`config.mk`:
```
export PLATFORM = sky130hd
export DESIGN_NAME = asod_ctrl
export DESIGN_NICKNAME = d
export VERILOG_FILES = /design/src/asod_pkg.sv /design/src/asod_ctrl.sv
export SDC_FILE = /design/constraint.sdc
export NUM_CORES = 1
export LEC_CHECK = 0
export BUFFER_PORTS_ARGS = -buffer_cell sky130_fd_sc_hd__buf_4
export CORE_AREA = 10 10 47 49
export DETAILED_ROUTE_END_ITERATION = 6
export DIE_AREA = 0 0 57 59
export HOLD_SLACK_MARGIN = 0.06
export PLACE_DENSITY = 0.55
export RECOVER_POWER = 50
export SYNTH_ARGS = -nofsm -noshare
export SYNTH_HDL_FRONTEND = slang
export SYNTH_SLANG_ARGS = --single-unit
```
`constraint.sdc`:
```
create_clock -name i_clk -period 1.8 [get_ports i_clk]
set_clock_uncertainty 0.1 [all_clocks]
set_input_delay 0.36 -clock i_clk [delete_from_list [all_inputs] [get_ports i_clk]]
set_output_delay 0.36 -clock i_clk [all_outputs]
set_load 0.05 [all_outputs]
```
`src/asod_pkg.sv`:
```
`timescale 1ns / 1ps
// ---------------------------------------------------------------------------
// asod_pkg: shared types and constants
// Register indexes, status codes, datapath command/status structs.
// ---------------------------------------------------------------------------
package asod_pkg;

    localparam int unsigned CFG_IDX_W  = 3;
    localparam int unsigned CFG_DATA_W = 32;

    localparam logic [CFG_IDX_W-1:0] REG_THR      = 3'd0;
    localparam logic [CFG_IDX_W-1:0] REG_STILL_T  = 3'd1;
    localparam logic [CFG_IDX_W-1:0] REG_TIMEOUT  = 3'd2;
    localparam logic [CFG_IDX_W-1:0] REG_MAX_LATE = 3'd3;
    localparam logic [CFG_IDX_W-1:0] REG_ONE_G    = 3'd4;
    localparam logic [CFG_IDX_W-1:0] REG_TOL      = 3'd5;
    localparam logic [CFG_IDX_W-1:0] REG_WEIGHT   = 3'd6;

    localparam logic [1:0] ST_WAIT    = 2'd0;
    localparam logic [1:0] ST_FOUND   = 2'd1;
    localparam logic [1:0] ST_TIMEOUT = 2'd2;
    localparam logic [1:0] ST_NOMATCH = 2'd3;

    localparam logic [2:0] OR_X_UP   = 3'd0;
    localparam logic [2:0] OR_X_DOWN = 3'd1;
    localparam logic [2:0] OR_Y_UP   = 3'd2;
    localparam logic [2:0] OR_Y_DOWN = 3'd3;
    localparam logic [2:0] OR_Z_UP   = 3'd4;
    localparam logic [2:0] OR_Z_DOWN = 3'd5;

    localparam int unsigned TIME_W  = 40;
    localparam int unsigned DISP_W  = 48;
    localparam int unsigned LATE_W  = 7;

    typedef struct packed {
        logic load;     // latch sample, apply start clear, advance time
        logic axis_go;  // process the selected axis
        logic [1:0] axis;
        logic decide;   // stillness / classify / late update
    } t_dp_cmd;

    typedef struct packed {
        logic [1:0] status;
        logic [2:0] orientation;
        logic       still;
    } t_result;

endpackage

```
`src/asod_ctrl.sv`:
```
`timescale 1ns / 1ps
// ---------------------------------------------------------------------------
// asod_ctrl: sequencer
// Steps one request through load, three axis passes and the decision.
// ---------------------------------------------------------------------------
module asod_ctrl (
    input  logic              i_clk,
    input  logic              i_rst_n,
    input  logic              i_valid,
    output logic              o_stall,
    output logic              o_valid,
    input  logic              i_stall,
    output asod_pkg::t_dp_cmd o_cmd
);
    typedef enum logic [5:0] {
        S_IDLE = 6'b000001,
        S_AX0  = 6'b000010,
        S_AX1  = 6'b000100,
        S_AX2  = 6'b001000,
        S_DEC  = 6'b010000,
        S_OUT  = 6'b100000
    } t_state;

    t_state r_state, n_state;
    logic   accept;

    // hold off requests while in reset and while a request is in progress
    assign o_stall = !i_rst_n || (r_state != S_IDLE);
    assign accept  = i_valid && !o_stall;
    assign o_valid = (r_state == S_OUT);

    always_comb begin
        o_cmd = '0;
        o_cmd.load = accept;
        case (r_state)
            S_AX0: begin o_cmd.axis_go = 1'b1; o_cmd.axis = 2'd0; end
            S_AX1: begin o_cmd.axis_go = 1'b1; o_cmd.axis = 2'd1; end
            S_AX2: begin o_cmd.axis_go = 1'b1; o_cmd.axis = 2'd2; end
            S_DEC: o_cmd.decide = 1'b1;
            default: ;
        endcase
    end

    always_comb begin
        n_state = r_state;
        case (r_state)
            S_IDLE: if (accept) n_state = S_AX0;
            S_AX0:  n_state = S_AX1;
            S_AX1:  n_state = S_AX2;
            S_AX2:  n_state = S_DEC;
            S_DEC:  n_state = S_OUT;
            S_OUT:  if (!i_stall) n_state = S_IDLE;
            default: n_state = S_IDLE;
        endcase
    end

    always_ff @(posedge i_clk) begin
        if (!i_rst_n) begin
            r_state <= S_IDLE;
        end else begin
            r_state <= n_state;
        end
    end
endmodule

```
Yosys cells after proc, flatten, opt, wreduce, memory -nomap -nowiden
Cells that the tools add are included.
- flip-flop bits (word level): 6
- bits of input ports: 4
- equality and inequality tests: 9
- reductions and logical operators: 5
- muxes and demuxes: 5
- operators with widths (cell ; number):
    $pmux W6 S6 ; 1
    $mux W6 ; 2
    $pmux W3 S3 ; 1
    $eq A6 B1 Y1 const B ; 1
    $eq A6 B2 Y1 const B ; 1
    $eq A6 B3 Y1 const B ; 1
    $eq A6 B4 Y1 const B ; 1
    $eq A6 B5 Y1 const B ; 1
    $eq A6 B6 Y1 const B ; 1
    $ne A6 B1 Y1 const B ; 1
    $ne A2 B2 Y1 const B ; 2
    $logic_not A1 Y1 ; 2
    $reduce_and A2 Y1 ; 1
    $logic_and A1 B1 Y1 ; 1
    $logic_or A1 B1 Y1 ; 1
    $mux W1 ; 1

Longest topological paths before layout
Gate-level depths: netlist of run 1.
- depth after elaboration: 6
- mapped depth: 4
- mapped depth without buffers: 3

Worst setup path after synthesis of run 1
OpenSTA, ideal clock, no wires.
- path type: reg-to-output
- start point: reg r_state[1]
- end point: out o_cmd[2] (netlist name)
- data arrival time: 2110 ps
- slack: -770 ps
- cell stages (with the launch flop): 4
- cell sequence: dfxtp_1 -> clkbuf_1 -> or4_1 -> nor3b_1
- RTL lines (element ; line ; source):
    start: declaration ; asod_ctrl.sv:24 ; t_state r_state, n_state;
    start signal: assignment ; asod_ctrl.sv:61 ; r_state <= n_state;
    end: declaration ; asod_ctrl.sv:13 ; output asod_pkg::t_dp_cmd o_cmd

==> results of run 1 <==
per-stage QoR:
stage / utilization (%) / setup TNS, ns / hold WS (ns) / instances / area [µm²]
final: 46.0 / -1.15 / 0.260 / 78 / 644
after detailed placement: 37.1 / -0.00259 / 0.501 / 71 / 520
after global routing: 46.0 / -1.68 / 0.262 / 78 / 644
after global placement: 37.1 / 0 / 0.498 / 71 / 520
after CTS: 42.3 / -0.915 / 0.255 / 74 / 593
after floorplan: - / -0.185 / 0.382 / 37 / 375
layer usage:
metal | GRT usage, % | share of wire, % | up-vias
met1 | 4.62 | 39 | 170
met2 | 11.5 | 57 | 5
met3 | 1.29 | 1.3 | 2
met5 | 0 | 0 | -
met4 | 7.05 | 2.5 | 0
li1 | - | - | 188
Yosys cell counts, drive strengths merged:
master	n	share of area, %
nor2b	1	1.9
nor2	1	1.1
dfxtp	6	36
and2	2	3.7
nor4	2	3.7
o41ai	1	4.9
buf	1	2.2
xor2	1	2.6
and3b	2	5.2
and3	2	3.7
or3	1	1.9
nor3	2	3.0
o211ai	1	2.2
inv	2	2.2
a31o	1	2.6
nand2	2	2.2
nor3b	3	8.2
and4b	1	3.0
clkbuf	1	1.1
o21ai	2	3.0
or4	2	5.6
logic make-up after synthesis:
family                 synth area share [%]
XOR/XNOR                               2.61
buffers and inverters                  5.60
AO/OA/AOI/OAI                          12.7
AND/OR/NAND/NOR                        43.3
flip-flops                             35.8
cell type report:
| type | instances | area, µm² |
|---|---|---|
| Clock buffer | 3 | 22.5 |
| Sequential cell | 6 | 123 |
| Tap cell | 16 | 20.0 |
| Inverter | 2 | 7.51 |
| Timing Repair Buffer | 24 | 225 |
| Fill cell | 143 | 757 |
| Multi-Input combinational cell | 27 | 246 |
power by group:
group	internal, mW	total [mW]	switching, mW	leakage [nW]
clock network	0.0752	0.120	0.0450	0.0138
logic	0.0543	0.113	0.0582	0.245
registers	0.139	0.143	0.00372	0.0497
placed cells by master (no fill, tap or decap), drive strengths merged:
cell | synthesis | layout
xor2 | 1 | 1
nor4 | 2 | 2
and2 | 2 | 2
clkbuf | 1 | 3
inv | 2 | 2
buf | 1 | 24
and3b | 2 | 2
and4b | 1 | 1
a31o | 1 | 1
nor3b | 3 | 3
nor2b | 1 | 1
o41ai | 1 | 1
nor3 | 2 | 2
dfxtp | 6 | 6
nand2 | 2 | 2
nor2 | 1 | 1
or4 | 2 | 2
or3 | 1 | 1
o21ai | 2 | 2
o211ai | 1 | 1
and3 | 2 | 2
repair_timing:
item,4_1_cts,5_1_grt
pin swaps,3,5
endpoints found under the setup margin,6,7
buffers inserted,0,4
cloned,0,0
gates resized for setup,13,5
how the worst min path moves through the flow:
stage                                  startpoint                      end  slack, ns  cells past startpoint
after floorplan                           i_rst_n  r_state[4]$_SDFFE_PN0P_       0.38                      1
after global placement    r_state[1]$_SDFFE_PN0P_  r_state[2]$_SDFFE_PN0P_       0.50                      3
after detailed placement  r_state[1]$_SDFFE_PN0P_  r_state[2]$_SDFFE_PN0P_       0.50                      3
after CTS                                 i_rst_n  r_state[4]$_SDFFE_PN0P_       0.26                      2
after global routing                      i_rst_n  r_state[4]$_SDFFE_PN0P_       0.26                      2
final                                     i_rst_n  r_state[4]$_SDFFE_PN0P_       0.26                      2
critical path, delay by kind of cell, from the launching register on:
kind,cells,cell delay (ns)
buffers and inverters,1,0.16
DFF,1,0.32
and+or+nand+nor,3,0.90
==> run summary, run 1 <==
clock sink total: 6
Clock Path Buffers: 2
Worst-path clk slew: 0.04 ns
HPWL after DPL: 729 µm
first-pass GRT wire length: 1540 µm
total wire length: 1010 µm
P_leak: 0.308 nW
Post-Syn Area per Cell: 9.06 µm²
library cells used by synthesis: 23
I/O Pins: 11
clk_lat worst skew: 0.24 ns
Fin. Hold Viols: 0
placement row count: 14
CTS tree: yes
max-slew violations: 0
Worst EP arrival: 1.61 ns
initial antenna violation count: 0
layout cells sized above 1: 59.7%
Peak VDD IR: 0.242 mV
register with the most flip-flops: r_state
cts-stage hold buffer count: 0
Cells after Synth: 37
Setup WS pre-CTS: -0.00259 ns
flops & latches, synth: 6
RSZ-0062 raised after global routing: yes
run status: finished, violations left
Setup crit end: o_cmd[4]
# port buffers: 10
YS warnings: 0
startpoint types: flip-flop
Reg2Reg Capture Point: r_state[0]$_SDFFE_PN1P_
Slew @ Worst Pin: 0.442 ns
Mapped Nets: 41
area grow syn2layout: 92.2%
Hold Path Class: primary input to flip-flop
Final Cycle Share: 115%
largest net degree at the start of global routing: 6
Congestion Overflow GR: 0
ANT nets after route: 0
Max Freq: 484 MHz
overall die width: 57 µm
biggest regs: r_state (6)
Wirelength per Cell: 12.9 µm
Max Cap Violations: 0
Crit Path Category: flip-flop to output port
Seq/Total Area, Yosys: 35.8%
setup slack after layout: -0.268 ns
CTS Buf Count: 3
CP Max Fanout: 3
Vias: 365
critical path, cell by cell: or4_4 -> nor3_4 -> and3_1 -> buf_6
DRT Pass-1 Iters: 2
first element of the critical path: r_state[2]$_SDFFE_PN0P_
CP max stage cell: or4_4
worst r2r path cells: 4
endpoints failing setup: 7
GPL Wtd Cong: 0.698
crit-path max cell delay: 0.56 ns
post-route total power: 375 µW
antenna diode count: 0
htree depth: 1
Initial Util: 23.9%
Nets: 68
failing checks: setup timing
Starting DRT DRC Count: 1
via/cell ratio: 4.68
critical path required time: 1.34 ns
Max-slew headroom: 70.2%
worst r2r src: r_state[2]$_SDFFE_PN0P_
DRC errors left: 0
Root Buffer: clkbuf_4
pwr/cell area: 582 nW/µm²
Final min period: 2.07 ns
Die Span Y: 59 µm
Mapped Area: 335 µm²
core area: 1400 µm²
Die ar.: 3360 µm²
gr usage total: 6.04%
Crit. End Element: output port
r2r setup slk: 0.04 ns
Largest register FFs: 6
number of global-route vias before repair: 375
(Power assumes the default switching activity.)
==> run 2, diff against run 1 <==
- CELL_PAD_IN_SITES_DETAIL_PLACEMENT: unset -> 2
- CELL_PAD_IN_SITES_GLOBAL_PLACEMENT: unset -> 2
- CORE_AREA: 10 10 47 49 -> unset
- CORE_MARGIN: unset -> 10
- CORE_UTILIZATION: unset -> 23
- DIE_AREA: 0 0 57 59 -> unset
- PLACE_DENSITY: 0.55 -> 0.75
==> run 2 against run 1 <==
Against the previous run:
- the run still ends with setup timing left
- worst hold slack improved by 0.032 ns
- global-route usage increased by 3.6 points
- worst setup slack got worse by 0.030 ns
- critical endpoint unchanged
- largest power group unchanged
- highest routed layer unchanged
==> run summary, run 2 (synthesized netlist as in run 1, its figures left out) <==
Peak VDD IR: 0.380 mV (was 0.242 mV)
CP Max Fanout: 3 (unchanged)
r2r setup slk: -0.05 ns (was 0.04 ns)
htree depth: 1 (unchanged)
Hold Path Class: primary input to flip-flop (unchanged)
Initial Util: 25.1% (was 23.9%)
Wirelength per Cell: 19.9 µm (was 12.9 µm)
DRC errors left: 0 (unchanged)
ANT nets after route: 0 (unchanged)
Max Freq: 477 MHz (was 484 MHz)
largest net degree at the start of global routing: 6 (unchanged)
first-pass GRT wire length: 2390 µm (was 1540 µm)
layout cells sized above 1: 70.8% (was 59.7%)
clk_lat worst skew: 0.25 ns (was 0.24 ns)
Congestion Overflow GR: 0 (unchanged)
P_leak: 0.332 nW (was 0.308 nW)
Worst EP arrival: 1.64 ns (was 1.61 ns)
Max-slew headroom: 76.0% (was 70.2%)
HPWL after DPL: 1080 µm (was 729 µm)
total wire length: 1590 µm (was 1010 µm)
critical path required time: 1.34 ns (about the same)
Max Cap Violations: 0 (unchanged)
run status: finished, violations left (unchanged)
worst hold start: i_valid (was i_rst_n)
CP max stage cell: or4_4 (unchanged)
I/O Pins: 11 (unchanged)
Reg2Reg Capture Point: r_state[0]$_SDFFE_PN1P_ (unchanged)
DRT Pass-1 Iters: 2 (unchanged)
leading cell type in the layout, fill and taps excluded: buf_4 (unchanged)
Crit Path Category: flip-flop to output port (unchanged)
endpoints failing setup: 7 (unchanged)
Final min period: 2.10 ns (was 2.07 ns)
Worst Hold Depth: 2 (unchanged)
placed cells: 69 (was 71)
initial antenna violation count: 0 (unchanged)
Final Cycle Share: 117% (was 115%)
Fin. Hold Viols: 0 (unchanged)
CTS Buf Count: 3 (unchanged)
Slew @ Worst Pin: 0.359 ns (was 0.442 ns)
RSZ-0062 raised after global routing: yes (unchanged)
GPL Wtd Cong: 0.802 (was 0.698)
critical path, cell by cell: or4_4 -> nor3_4 -> and3_1 -> buf_6 (unchanged)
Die Span Y: 58.2 µm (was 59 µm)
Vias: 407 (was 365)
Non-Filler Instances: 80 (was 78)
overall die width: 58.2 µm (was 57 µm)
antenna diode count: 0 (unchanged)
startpoint types: flip-flop (unchanged)
biggest regs: r_state (6) (unchanged)
placement row count: 13 (was 14)
Starting DRT DRC Count: 3 (was 1)
max-slew violations: 0 (unchanged)
Clock Path Buffers: 2 (unchanged)
Hold EP: r_state[1]$_SDFFE_PN0P_ (was r_state[4]$_SDFFE_PN0P_)
worst r2r path cells: 5 (was 4)
Largest register FFs: 6 (unchanged)
cts-stage hold buffer count: 0 (unchanged)
CTS tree: yes (unchanged)
clock sink total: 6 (unchanged)
post-route total power: 403 µW (was 375 µW)
Worst-path clk slew: 0.05 ns (was 0.04 ns)
area grow syn2layout: 108% (was 92.2%)
number of global-route vias before repair: 480 (was 375)
Nets: 71 (was 68)
setup slack after layout: -0.298 ns (was -0.268 ns)
register with the most flip-flops: r_state (unchanged)
pwr/cell area: 578 nW/µm² (was 582 nW/µm²)
post-placement cell area: 512 µm² (was 520 µm²)
Crit. End Element: output port (unchanged)
core area: 1330 µm² (was 1400 µm²)
Fillers: 131 (was 143)
failing checks: setup timing (unchanged)
via/cell ratio: 5.09 (was 4.68)
# port buffers: 10 (unchanged)
crit-path max cell delay: 0.56 ns (about the same)
gr usage total: 9.65% (was 6.04%)
design area: 697 µm² (was 644 µm²)
Die ar.: 3380 µm² (was 3360 µm²)
worst r2r src: r_state[2]$_SDFFE_PN0P_ (unchanged)
commonest cells after routing, fill and taps aside: buf_4, buf_6, dfxtp_2 (was buf_4, buf_6, dfxtp_1)
Root Buffer: clkbuf_4 (unchanged)
## run 2: changes by cell type in the layout (fill, tap and decap cells not counted), sizes merged
cell and delta:
buf +3
## run 2: cell type report
cell class	instances	area [µm²]	share of cell area, %
Tap cell	15	18.8	2.69
Multi-Input combinational cell	27	274	39.3
Inverter	2	7.51	1.08
Clock buffer	3	22.5	3.23
Sequential cell	6	126	18.1
Timing Repair Buffer	27	248	35.5
## run 2: worst max-delay path by stage
| stage | from | endpoint | slack [ns] | cells past startpoint |
|---|---|---|---|---|
| 2_1_floorplan | r_state[1]$_SDFFE_PN0P_ | o_cmd[2] | -0.05 | 3 |
| 3_3_place_gp | r_state[2]$_SDFFE_PN0P_ | o_cmd[4] | 0.0007 | 4 |
| 3_5_place_dp | r_state[2]$_SDFFE_PN0P_ | o_cmd[4] | -0.06 | 4 |
| 4_1_cts | r_state[2]$_SDFFE_PN0P_ | o_cmd[4] | -0.31 | 4 |
| 5_1_grt | r_state[2]$_SDFFE_PN0P_ | o_cmd[4] | -0.36 | 4 |
| 6_report | r_state[2]$_SDFFE_PN0P_ | o_cmd[4] | -0.30 | 4 |
## run 2: per-stage QoR
stage / TNS, ns / util (%) / hold slack (ns) / setup slack (ns)
final: -1.20 / 52.3 / 0.293 / -0.298
after global routing: -1.85 / 52.3 / 0.303 / -0.359
after CTS: -1.32 / 47.2 / 0.264 / -0.307
after detailed placement: -0.0606 / 38.4 / 0.517 / -0.0606
after global placement: 0 / 38.4 / 0.500 / 0.000724
after floorplan: -0.185 / - / 0.382 / -0.0513
## run 2: power by group
group          internal, mW  switching [mW]
combinational        0.0603          0.0644
sequential            0.139         0.00736
clock                0.0759          0.0556
total                 0.275           0.127
## run 2: timing repair
action | in CTS | in global routing
buffers inserted | 3 | 6
endpoints found under the setup margin | 7 | 8
pin swaps | 5 | 9
resized for setup | 17 | 10
## run 2: metal layers
layer	part of all wire [%]	track usage (%)	vias up
met5	0	0	-
met4	3.5	10.1	0
met3	2.8	2.18	4
met2	59	17.0	9
met1	35	8.57	199
li1	-	-	195
## run 2: critical path: cells and delay by family (launching register included)
kind	cells	cell delay, ns
AND/OR/NAND/NOR	3	0.91
buffers and inverters	1	0.16
flip-flops	1	0.32
==> run 3, diff against run 2 <==
- GPL_ROUTABILITY_DRIVEN: unset -> 0
- SETUP_SLACK_MARGIN: unset -> 0.5
==> run 3 against run 2 <==
Against the previous run:
- first-iteration DRC count up 33%
- non-clock buffer count grew 3
- clock power is 13% higher
- largest power group is now combinational logic
- utilization grew 3.2 points
- combinational power is 25% higher
- design area grew 6.1%
- power rose by 11%
- critical path type unchanged
- flip-flop and latch count is the same
- the run still ends with setup timing left
- register-to-register slack lost 0.14 ns
- via count grew 3.7%
==> run summary, run 3 (synthesized netlist as in run 1, its figures left out) <==
Initial Util: 25.1% (unchanged)
clock sink total: 6 (unchanged)
Max Freq: 462 MHz (was 477 MHz)
run status: finished, violations left (unchanged)
Fin. Hold Viols: 0 (unchanged)
RSZ-0062 raised after global routing: yes (unchanged)
Clock Path Buffers: 2 (unchanged)
post-route total power: 447 µW (was 403 µW)
max-slew violations: 0 (unchanged)
first-pass GRT wire length: 2730 µm (was 2390 µm)
Congestion Overflow GR: 0 (unchanged)
area grow syn2layout: 121% (was 108%)
register with the most flip-flops: r_state (unchanged)
CP Max Fanout: 3 (unchanged)
# port buffers: 10 (unchanged)
Hold Path Class: primary input to flip-flop (unchanged)
initial antenna violation count: 0 (unchanged)
I/O Pins: 11 (unchanged)
Die ar.: 3380 µm² (unchanged)
total wire length: 1720 µm (was 1590 µm)
commonest cells after routing, fill and taps aside: buf_4, buf_6, buf_8 (was buf_4, buf_6, dfxtp_2)
M2 GR Usage: 19.3% (was 17.0%)
CTS Buf Count: 3 (unchanged)
Final TNS setup: -2.62 ns (was -1.20 ns)
DRC errors left: 0 (unchanged)
leading cell type in the layout, fill and taps excluded: buf_4 (unchanged)
number of global-route vias before repair: 488 (was 480)
layout cells sized above 1: 73.9% (was 70.8%)
Slew @ Worst Pin: 0.297 ns (was 0.359 ns)
ANT nets after route: 0 (unchanged)
Nets: 74 (was 71)
core area: 1330 µm² (unchanged)
Worst-path clk slew: 0.05 ns (about the same)
gr usage total: 10.7% (was 9.65%)
startpoint types: flip-flop (unchanged)
met3 GRT Util: 4.58% (was 2.18%)
CTS tree: yes (unchanged)
htree depth: 1 (unchanged)
DRT Pass-1 Iters: 2 (unchanged)
Vias: 422 (was 407)
largest net degree at the start of global routing: 7 (was 6)
grt met1 use: 10.4% (was 8.57%)
Crit Path Category: flip-flop to output port (unchanged)
critical path required time: 1.34 ns (about the same)
most used routing layer: met2 (unchanged)
P_leak: 0.345 nW (was 0.332 nW)
Hold Worst Slack: 0.293 ns (about the same)
Final Cycle Share: 120% (was 117%)
post-route core utilization: 55.4% (was 52.3%)
clk_lat worst skew: 0.26 ns (was 0.25 ns)
endpoints failing setup: 11 (was 7)
post-placement cell area: 526 µm² (was 512 µm²)
Max-slew headroom: 80.0% (was 76.0%)
placement row count: 13 (unchanged)
pwr/cell area: 605 nW/µm² (was 578 nW/µm²)
Largest register FFs: 6 (unchanged)
Die Span Y: 58.2 µm (unchanged)
Max Cap Violations: 0 (unchanged)
Worst EP arrival: 1.70 ns (was 1.64 ns)
Starting DRT DRC Count: 4 (was 3)
failing checks: setup timing (unchanged)
overall die width: 58.2 µm (unchanged)
setup slack after layout: -0.362 ns (was -0.298 ns)
Final min period: 2.16 ns (was 2.10 ns)
design area: 739 µm² (was 697 µm²)
HPWL after DPL: 1020 µm (was 1080 µm)
Wirelength per Cell: 20.5 µm (was 19.9 µm)
Root Buffer: clkbuf_4 (unchanged)
biggest regs: r_state (6) (unchanged)
via/cell ratio: 5.02 (was 5.09)
Peak VDD IR: 0.488 mV (was 0.380 mV)
antenna diode count: 0 (unchanged)
Crit. End Element: output port (unchanged)
run 3: layout make-up:
cell class                      count  area (µm²)
Timing Repair Buffer               30         289
Sequential cell                     6         128
Tap cell                           15        18.8
Fill cell                         132         594
Multi-Input combinational cell     27         270
Clock buffer                        4        26.3
Inverter                            2        7.51
run 3: path summary, 6_finish.rpt:
check	cells after the start	to	from	slack, ns
worst max register to register	6	r_state[0]$_SDFFE_PN1P_	r_state[2]$_SDFFE_PN0P_	-0.19
worst min-delay path	2	r_state[4]$_SDFFE_PN0P_	i_rst_n	0.29
worst min register to register	3	r_state[2]$_SDFFE_PN0P_	r_state[1]$_SDFFE_PN0P_	0.60
worst max-delay path	4	o_cmd[4]	r_state[2]$_SDFFE_PN0P_	-0.36
run 3: per-layer routing:
layer  vias to the layer above  part of all wire, %
met5                         -                    0
met4                         0                  2.0
met3                         4                  5.5
met2                        14                   50
met1                       203                   42
li1                        201                    -
run 3: what timing repair did:
item                                    4_1_cts  5_1_grt
endpoints found under the setup margin       13       13
setup buffers                                 9        2
resized for setup                            20        6
hold buffers                                  0        0
pin swaps                                     5        2
run 3: metrics by stage:
stage / instances / setup WS, ns
final: 84 / -0.362
after detailed placement: 69 / -0.0829
after global routing: 84 / -0.422
after CTS: 82 / -0.309
after global placement: 69 / -0.0159
after floorplan: 37 / -0.0506
run 3: critical path: stages (launching register included):
cell and delay (ns):
dfxtp_4 0.34, or4_4 0.56, nor3_4 0.19, and3_1 0.20
buf_6 0.16
run 3: power breakdown:
group | internal, mW | total (mW) | switching, mW
Sequential | 0.137 | 0.142 | 0.00507
Clock | 0.0850 | 0.149 | 0.0639
Combinational | 0.0797 | 0.156 | 0.0763
